File: src/rtl/core/dqs_pkg.sv
`timescale 1ns / 1ps
// ----------------------------------------------------------------------------
// Deque with search - shared definitions
// Operation and error codes, sequencer states and default sizes.
// ----------------------------------------------------------------------------
package dqs_pkg;

  localparam int DATA_W    = 32;
  localparam int OP_W      = 3;
  localparam int ERR_W     = 2;
  localparam int DEPTH_DEF = 16;

  typedef enum logic [OP_W-1:0] {
    OP_PUSH_FRONT = 3'd0,
    OP_PUSH_BACK  = 3'd1,
    OP_POP_FRONT  = 3'd2,
    OP_POP_BACK   = 3'd3,
    OP_SEARCH     = 3'd4,
    OP_CLEAR      = 3'd5
  } op_t;

  typedef enum logic [ERR_W-1:0] {
    ERR_OK    = 2'd0,
    ERR_EMPTY = 2'd1,
    ERR_FULL  = 2'd2
  } err_t;

  typedef enum logic {
    ST_IDLE = 1'b0,
    ST_SCAN = 1'b1
  } state_t;

endpackage

File: src/rtl/core/dqs_ram.sv
`timescale 1ns / 1ps
// ----------------------------------------------------------------------------
// Deque entry store
// Single write port, single read port with registered read data.
// ----------------------------------------------------------------------------
module dqs_ram #(
  parameter int DEPTH = dqs_pkg::DEPTH_DEF,
  parameter int IDX_W = $clog2(DEPTH)
) (
  input  logic                      clk,
  input  logic                      wr_en,
  input  logic [IDX_W-1:0]          wr_addr,
  input  logic [dqs_pkg::DATA_W-1:0] wr_data,
  input  logic                      rd_en,
  input  logic [IDX_W-1:0]          rd_addr,
  output logic [dqs_pkg::DATA_W-1:0] rd_data
);
  import dqs_pkg::*;

  logic [DATA_W-1:0] mem [DEPTH];
  logic [DATA_W-1:0] rd_data_r;

  always_ff @(posedge clk) begin
    if (wr_en) begin
      mem[wr_addr] <= wr_data;
    end
  end

  always_ff @(posedge clk) begin
    if (rd_en) begin
      rd_data_r <= mem[rd_addr];
    end
  end

  assign rd_data = rd_data_r;

endmodule

File: src/rtl/core/deque_with_membership_search.sv
`timescale 1ns / 1ps
// ----------------------------------------------------------------------------
// Deque with membership search - top level
// Push, pop and clear: result strobed in the cycle after start, busy stays low.
// Search: result once all held entries have been read and compared, busy meanwhile;
//   one store read per cycle through the shared compare unit sets the pace.
// Results cannot be stalled. Reset clears front index and count; the entry
//   store is not cleared and is only read at held entries.
// ----------------------------------------------------------------------------
module deque_with_membership_search #(
  parameter int DEPTH = dqs_pkg::DEPTH_DEF,
  parameter int IDX_W = $clog2(DEPTH),
  parameter int CNT_W = $clog2(DEPTH + 1)
) (
  input  logic                              clk,
  input  logic                              rst_n,
  input  logic                              start,
  output logic                              busy,
  input  logic [dqs_pkg::OP_W-1:0]          in_operation,
  input  logic signed [dqs_pkg::DATA_W-1:0] in_data_value,
  output logic                              out_valid,
  output logic                              out_found,
  output logic [dqs_pkg::ERR_W-1:0]         out_error_code,
  output logic [CNT_W-1:0]                  out_entry_count
);
  import dqs_pkg::*;

  localparam logic [CNT_W-1:0] FULL_CNT = CNT_W'(DEPTH);
  localparam logic [CNT_W:0]   DEPTH_X  = (CNT_W + 1)'(DEPTH);
  localparam logic [IDX_W-1:0] LAST_IDX = IDX_W'(DEPTH - 1);

  state_t             state_r, state_nxt;
  logic [IDX_W-1:0]   front_r, front_nxt;
  logic [CNT_W-1:0]   count_r, count_nxt;
  logic [IDX_W-1:0]   scan_ptr_r, scan_ptr_nxt;
  logic [CNT_W-1:0]   scan_idx_r, scan_idx_nxt;
  logic               rd_pend_r, rd_pend_nxt;
  logic               hit_r, hit_nxt;
  logic               out_valid_r, out_valid_nxt;
  logic [DATA_W-1:0]  key_r, key_nxt;
  logic               out_found_r, out_found_nxt;
  err_t               out_err_r, out_err_nxt;
  logic [CNT_W-1:0]   out_count_r, out_count_nxt;

  logic               accept;
  logic               is_full;
  logic               is_empty;
  logic [CNT_W:0]     back_sum;
  logic [IDX_W-1:0]   back_slot;
  logic [IDX_W-1:0]   front_prev;
  logic [IDX_W-1:0]   front_next;
  logic               issue;
  logic               match;

  logic               wr_en;
  logic [IDX_W-1:0]   wr_addr;
  logic [DATA_W-1:0]  rd_data;

  dqs_ram #(
    .DEPTH (DEPTH),
    .IDX_W (IDX_W)
  ) u_ram (
    .clk     (clk),
    .wr_en   (wr_en),
    .wr_addr (wr_addr),
    .wr_data (in_data_value),
    .rd_en   (issue),
    .rd_addr (scan_ptr_r),
    .rd_data (rd_data)
  );

  assign accept     = start && (state_r == ST_IDLE);
  assign is_full    = (count_r == FULL_CNT);
  assign is_empty   = (count_r == '0);
  assign back_sum   = {{(CNT_W + 1 - IDX_W){1'b0}}, front_r} + {1'b0, count_r};
  assign back_slot  = (back_sum >= DEPTH_X) ? IDX_W'(back_sum - DEPTH_X)
                                            : IDX_W'(back_sum);
  assign front_prev = (front_r == '0) ? LAST_IDX : front_r - 1'b1;
  assign front_next = (front_r == LAST_IDX) ? '0 : front_r + 1'b1;
  assign issue      = (state_r == ST_SCAN) && (scan_idx_r != count_r);
  assign match      = rd_pend_r && (rd_data == key_r);

  always_comb begin
    state_nxt     = state_r;
    front_nxt     = front_r;
    count_nxt     = count_r;
    scan_ptr_nxt  = scan_ptr_r;
    scan_idx_nxt  = scan_idx_r;
    rd_pend_nxt   = 1'b0;
    hit_nxt       = hit_r;
    key_nxt       = key_r;
    out_valid_nxt = 1'b0;
    out_found_nxt = out_found_r;
    out_err_nxt   = out_err_r;
    out_count_nxt = out_count_r;
    wr_en         = 1'b0;
    wr_addr       = back_slot;

    unique case (state_r)
      ST_IDLE: begin
        if (accept) begin
          out_found_nxt = 1'b0;
          out_err_nxt   = ERR_OK;
          out_valid_nxt = 1'b1;
          unique case (op_t'(in_operation))
            OP_PUSH_FRONT: begin
              if (is_full) begin
                out_err_nxt = ERR_FULL;
              end else begin
                wr_en     = 1'b1;
                wr_addr   = front_prev;
                front_nxt = front_prev;
                count_nxt = count_r + 1'b1;
              end
            end
            OP_PUSH_BACK: begin
              if (is_full) begin
                out_err_nxt = ERR_FULL;
              end else begin
                wr_en     = 1'b1;
                count_nxt = count_r + 1'b1;
              end
            end
            OP_POP_FRONT: begin
              if (is_empty) begin
                out_err_nxt = ERR_EMPTY;
              end else begin
                front_nxt = front_next;
                count_nxt = count_r - 1'b1;
              end
            end
            OP_POP_BACK: begin
              if (is_empty) begin
                out_err_nxt = ERR_EMPTY;
              end else begin
                count_nxt = count_r - 1'b1;
              end
            end
            OP_SEARCH: begin
              out_valid_nxt = 1'b0;
              key_nxt       = in_data_value;
              scan_ptr_nxt  = front_r;
              scan_idx_nxt  = '0;
              hit_nxt       = 1'b0;
              state_nxt     = ST_SCAN;
            end
            OP_CLEAR: begin
              front_nxt = '0;
              count_nxt = '0;
            end
            default: begin
            end
          endcase
          out_count_nxt = count_nxt;
        end
      end
      ST_SCAN: begin
        hit_nxt = hit_r || match;
        if (issue) begin
          rd_pend_nxt  = 1'b1;
          scan_idx_nxt = scan_idx_r + 1'b1;
          scan_ptr_nxt = (scan_ptr_r == LAST_IDX) ? '0 : scan_ptr_r + 1'b1;
        end else begin
          out_valid_nxt = 1'b1;
          out_found_nxt = hit_r || match;
          out_err_nxt   = ERR_OK;
          out_count_nxt = count_r;
          state_nxt     = ST_IDLE;
        end
      end
      default: begin
        state_nxt = ST_IDLE;
      end
    endcase
  end

  always_ff @(posedge clk) begin
    if (!rst_n) begin
      state_r     <= ST_IDLE;
      front_r     <= '0;
      count_r     <= '0;
      rd_pend_r   <= 1'b0;
      out_valid_r <= 1'b0;
    end else begin
      state_r     <= state_nxt;
      front_r     <= front_nxt;
      count_r     <= count_nxt;
      rd_pend_r   <= rd_pend_nxt;
      out_valid_r <= out_valid_nxt;
    end
  end

  always_ff @(posedge clk) begin
    scan_ptr_r  <= scan_ptr_nxt;
    scan_idx_r  <= scan_idx_nxt;
    hit_r       <= hit_nxt;
    key_r       <= key_nxt;
    out_found_r <= out_found_nxt;
    out_err_r   <= out_err_nxt;
    out_count_r <= out_count_nxt;
  end

  assign busy            = (state_r != ST_IDLE);
  assign out_valid       = out_valid_r;
  assign out_found       = out_found_r;
  assign out_error_code  = out_err_r;
  assign out_entry_count = out_count_r;

endmodule
File: config.mk
export PLATFORM = sky130hd
export DESIGN_NAME = deque_with_membership_search
export DESIGN_NICKNAME = d
export VERILOG_FILES = /design/src/rtl/core/dqs_pkg.sv /design/src/rtl/core/dqs_ram.sv /design/src/rtl/core/deque_with_membership_search.sv
export SDC_FILE = /design/constraint.sdc
export NUM_CORES = 1
export LEC_CHECK = 0
export BUFFER_PORTS_ARGS = -buffer_cell sky130_fd_sc_hd__buf_2
export CORE_MARGIN = 2
export CORE_UTILIZATION = 55
export CTS_BUF_LIST = sky130_fd_sc_hd__clkbuf_8
export DETAILED_ROUTE_END_ITERATION = 10
export GPL_ROUTABILITY_DRIVEN = 0
export HOLD_SLACK_MARGIN = 0.15
export MAX_ROUTING_LAYER = met4
export PLACE_DENSITY_LB_ADDON = 0.2
export SYNTH_ARGS = -nofsm -noshare
export SYNTH_HDL_FRONTEND = slang
export SYNTH_SLANG_ARGS = --single-unit
File: constraint.sdc
create_clock -name clk -period 6.9 [get_ports clk]
set_input_delay 0.345 -clock clk [delete_from_list [all_inputs] [get_ports clk]]
set_output_delay 0.345 -clock clk [all_outputs]
set_load 0.02 [all_outputs]
# Word-level counts from Yosys, hierarchy flattened
# Memories as Yosys holds them, arrays and structs flattened. A register that Yosys moved wholly into a read port is not among the register bits.
# Cells that the tools add are included.
# Widths: inputs -> output; s select.
# op_classes
eq_ne	16
order_cmp	1
bitwise	1
muxes	51
n_reduce_logical	17
n_addsub	8
# op_table
operator	count
$mux 4	13
$mux 5	7
$eq 32x32->1	1
$pmux 5 s2	2
$mux 1	17
$pmux 5 s3	1
$pmux 4 s3	1
$add 5x1->5 const B	2
$add 4x1->4 const B	2
$eq 4x4->1 const B	2
$ne 2x2->1 const B	4
$pmux 1 s2	4
$pmux 2 s2	2
$pmux 4 s2	1
$reduce_and 2->1	4
$sub 4x1->4 const B	2
$add 4x5->6	1
$eq 3x2->1 const B	2
$eq 3x3->1 const B	2
$ge 6x5->1 const B	1
$mux 2	3
$reduce_and 3->1	2
$eq 5x5->1 const B	1
$logic_not 5->1	1
12 further kinds	16
# word_totals
memories	1
ramBits	512
register_bits	62
output_inout_bits	10
# mem_list
memory	depth	word_bits	rd	rd_ports_with_merged_regs	wr	line_no	text
u_ram.mem	16	32	1	1	1	dqs_ram.sv:20	logic [DATA_W-1:0] mem [DEPTH];

# Depth between registers and ports, before layout
# depth
depth_word	7
depth_mapped	8
depth_no_buf	8

# Modules after synthesis
# A second synthesis with hierarchy kept.
# unflattened
hier_cells	1150
hier_area_um2	23541.3
# modules_own_cells
module	n_inst	cells_per_inst	area_each_um2
dqs_ram	1	838	20155.6
deque_with_membership_search	1	312	3385.7

# Least setup slack after synthesis
# OpenSTA, ideal clock, no wires.
# synth_path
kind	register to register
startpoint	register count_r[1]
endpoint	memory u_ram.mem[15][0] (enable)
arrival_time_ps	3955
setup_slack_ps	2484
t_required_ps	6439
synth_period_minus_slack_ps	4416
stages_incl_launch_ff	8
n_path_buf	1
path_cell_list	dfxtp_1 -> inv_1 -> ha_1 -> nand4bb_1 -> and3_1 -> buf_2 -> mux2_2 -> nor3_1
# synth_via
elab_chain_cells	7
# synth_rtl
element	line_no	text
from (decl)	deque_with_membership_search.sv:34	logic [CNT_W-1:0] count_r, count_nxt;
from (signal assigned)	deque_with_membership_search.sv:187	count_r <= count_nxt;
$add 4x5->6 / $eq 5x5->1 (equally long branches)	deque_with_membership_search.sv:75, deque_with_membership_search.sv:73	
$ge 6x5->1 (tied with other cells)	deque_with_membership_search.sv:76	assign back_slot = (back_sum >= DEPTH_X) ? IDX_W'(back_sum - DEPTH_X)
$mux 4 / $mux 1 (equally long branches)	--	
$mux 4 / $mux 1 (equally long branches)	deque_with_membership_search.sv:107, deque_with_membership_search.sv:101	
$mux 4 / $mux 1 (equally long branches)	deque_with_membership_search.sv:105, deque_with_membership_search.sv:99	
$mux 4 / $mux 1 (equally long branches)	deque_with_membership_search.sv:101, dqs_ram.sv:24	
$mux 4 / $mux 1 (equally long branches)	deque_with_membership_search.sv:99, dqs_ram.sv:25	
to (decl)	dqs_ram.sv:20	
# Parallel ways exist; a longest one is shown, timed or not.

# Worst setup path in the final report
# layout_path
startpoint	register count_r[1]
endpoint	memory u_ram.mem[5][14] (enable)
# Same word-level chain as after synthesis.

==> results.tsv <==
stage	metric	value	unit
route	WL/cell	26.14	µm
min_path	HP Class	input port to flip-flop	
clock_network	CTS tree	yes	
clock_network	clock root cell	clkbuf_8	
timing	final setup violation count	0	
clock_network	post_cts resized	0	
clock_network	register clock-pin slew on the reported worst setup and hold paths	0.06	ns
yosys	Adder-Cell Fraction of Synth Area	0.5605	%
clock_network	H-tree Lvls	3	
route	routed vias/inst	6.065	
timing	Final Max Tran Viols	0	
yosys	Mapped Nets	1120	
power	switching share of power	22.00	%
route	Residual DRC	0	
timing	final setup TNS	0	ns
global_routing	vias in the first global route	11370	
yosys	Synth area leaders	edfxtp_1 (75%), mux4_2 (15%), dfxtp_1 (1.0%)	
yosys	Post-synth EDFFs	594	
yosys	post-synthesis simple-gate area fraction	2.559	%
route	routed via count	11150	
route	top sig layer	met4	
yosys	synthesized area per cell	22.07	µm²
power	internal power	5.529	mW
setup_path	worst reg2reg startpoint	count_r[1]	
setup_path	Setup crit end kind	flip-flop	
final_layout	Core Util, Final	63.00	%
final_layout	P&R area growth vs syn	12.43	%
clock_network	Clock Latency Late Sink	0.66	ns
yosys	FFs w/ async S/R, synth	0	%
route	post-route ant nets	0	
timing	final hold violation count	0	
timing	fmax	273.2	MHz
global_routing	largest net degree at the start of global routing	132	
yosys	synth unique cells	62	
setup_path	Worst Path Required	7.15	ns
floorplanning	DIE AREA	0.04470	mm²
route	DR iter-0 viols	1096	
timing	slew margin rel.	15.07	%
power	Pwr per Cell Area	266.5	mW/mm²
route	metal2 WL	23580	µm
floorplanning	initial core utilization	56.03	%
yosys	top-count cell post-synth	edfxtp_1	
route	Pre-Repair DR Iteration Count	5	
yosys	flops & latches, synth	606	
place	Port Buffers	47	
floorplanning	row count	75	
power	maximum VDD drop	0.2484	mV
route	metal3 WL	2627	µm
clock_network	CTS Buf Count	93	
clock_network	Longest Clk Path Bufs	3	
power	Comb pwr share	5.2	%
setup_path	CP Data Arrival Time	3.91	ns
timing	Worst Slack Setup Final	3.239	ns
flow_run	Max-Cap Viols	0	
global_routing	initial antenna violation count	2	
timing	Post-Route Skew	0.02979	ns
clock_network	setup bufs post-CTS	0	
yosys	Post-Syn Area	0.02366	mm²
setup_path	CP Launch Point	count_r[1]	
global_routing	GR Overflow Total	0	
setup_path	CP Launch Type	flip-flop	
min_path	Hold Crit Start	in_operation[1]	
yosys	cell count after synthesis	1072	
floorplanning	Die W	211.4	µm
setup_path	crit path max fanout	32	
floorplanning	number of top-level pins	48	
floorplanning	Core ar.	0.04223	mm²
final_layout	share of cells above drive strength 1	28.30	%
place	Post-DP HPWL	26880	µm
yosys	register area share after synthesis	76.40	%
timing	unrepaired setup endpoints after global routing	no	
final_layout	Final nets	1273	
outcome	status	complete, no violations	
place	Setup Slack @ Placement	3.241	ns
yosys	mux cell area share after synthesis	15.54	%
global_routing	gr usage total	23.34	%
power	clock network power share	36.8	%
floorplanning	floorplan die height	211.4	µm
power	P_sw	1.559	mW
route	wl on met1	20970	µm
yosys	Top FF cell, synth	edfxtp_1	
timing	actual slew at the worst max-slew pin	1.271	ns
power	Leakage Power	8.535	nW
yosys	Yosys top cell area share	75.38	%
global_routing	first-pass GRT wire length	72960	µm
yosys	cell taking the most area after synthesis	edfxtp_1	
yosys	Ys Warns	0	
timing	Final min period	3.661	ns
power	Reg power frac	58.0	%
timing	Final period util	53.06	%
setup_path	CP Class	flip-flop to flip-flop	
yosys	post-synthesis xor/xnor area fraction	1.777	%
yosys	most frequent cells after synthesis	edfxtp_1 (594), mux4_2 (160), nor2_1 (30)	
yosys	largest family of logic cells by synthesized area	multiplexers	
clock_network	clock sink count	606	
yosys	Synth Area in Compound Gates	1.793	%
route	wirelength, routed	48050	µm
path summary, 6_finish.rpt:
kind | end | slack, ns | cells past startpoint
min | out_error_code[1] | 0.24 | 2
max | u_ram.mem[5][14] | 3.24 | 7
max reg2reg | u_ram.mem[5][14] | 3.24 | 7
min reg2reg | front_r[0] | 0.60 | 2
cells by family (layout without fill, tap and decap cells):
group,after synthesis,count (layout)
simple gates,115,115
compound gates,63,63
xor+xnor,48,48
fa+ha+maj,10,10
mux,167,167
buf+inv,63,288
other cells,0,2
flops,606,606
through the flow:
step / cells / hold WS [ns] / cell area [µm²] / power [mW]
2_1_floorplan: 1072 / 0.4439 / 23660 / 4.404
3_3_place_gp: 1634 / 0.5666 / 24620 / 4.531
3_5_place_dp: 1634 / 0.5814 / 24620 / 4.540
4_1_cts: 1836 / 0.1690 / 26600 / 7.156
5_1_grt: 1838 / 0.2174 / 26600 / 7.333
6_report: 1838 / 0.2354 / 26600 / 7.089
cells in the final DEF, fill, tap and decap left out, types with 12 or more instances in the layout:
| master | instances |
|---|---|
| clkbuf_8 | 96 |
| nand2_1 | 21 |
| clkinv_1 | 26 |
| a21oi_1 | 14 |
| xor2_1 | 27 |
| edfxtp_1 | 594 |
| dfxtp_1 | 12 |
| mux4_2 | 160 |
| buf_2 | 47 |
| xnor2_1 | 21 |
| dlygate4sd3_1 | 35 |
| buf_4 | 24 |
| nor2_1 | 21 |
| inv_1 | 42 |
area by class of cell:
cell class	count	area [µm²]
clock inverters	71	301.5
clock buffers	96	1321
diodes	2	5.005
repair buffers	108	805.8
flip-flops and latches	606	18080
multi-input cells	403	5368
inverters	13	48.80
fillers	2857	15630
well taps	539	674.4
registers in the layout, indices dropped and copies added, names as in the netlist:
register,count
out_entry_count,5
hit_r,1
scan_ptr_r,4
scan_idx_r,5
out_valid,1
count_r,5
busy,1
front_r,4
out_found,1
out_error_code,2
rd_pend_r,1
u_ram.rd_data,32
key_r,32
u_ram.mem,512
power groups by stage:
stage | sequential (mW) | clock, mW | combinational [mW]
6_report | 4.11 | 2.61 | 0.367
2_1_floorplan | 4.19 | 0 | 0.218
5_1_grt | 4.11 | 2.82 | 0.397
3_3_place_gp | 4.18 | 0 | 0.347
4_1_cts | 4.11 | 2.68 | 0.371
3_5_place_dp | 4.19 | 0 | 0.353
worst max-delay path, stage by stage, from the launching register on:
cell and delay [ns]:
dfxtp_1 0.48, inv_1 0.19, ha_1 0.30, nand4bb_1 0.21, and3_1 0.40, mux2_1 0.42
or2_1 0.30, nor2_4 0.95
per-layer routing:
metal,vias up,track usage (%)
met5,-,-
met4,0,6.411
met3,72,4.569
met2,346,35.57
met1,5896,32.87
li1,4833,-
timing repair:
item                                    4_1_cts  5_1_grt
hold endpoints to repair                    555        0
hold buffers                                 35        0
endpoints found under the setup margin        0        0
(Power assumes the default switching activity.)
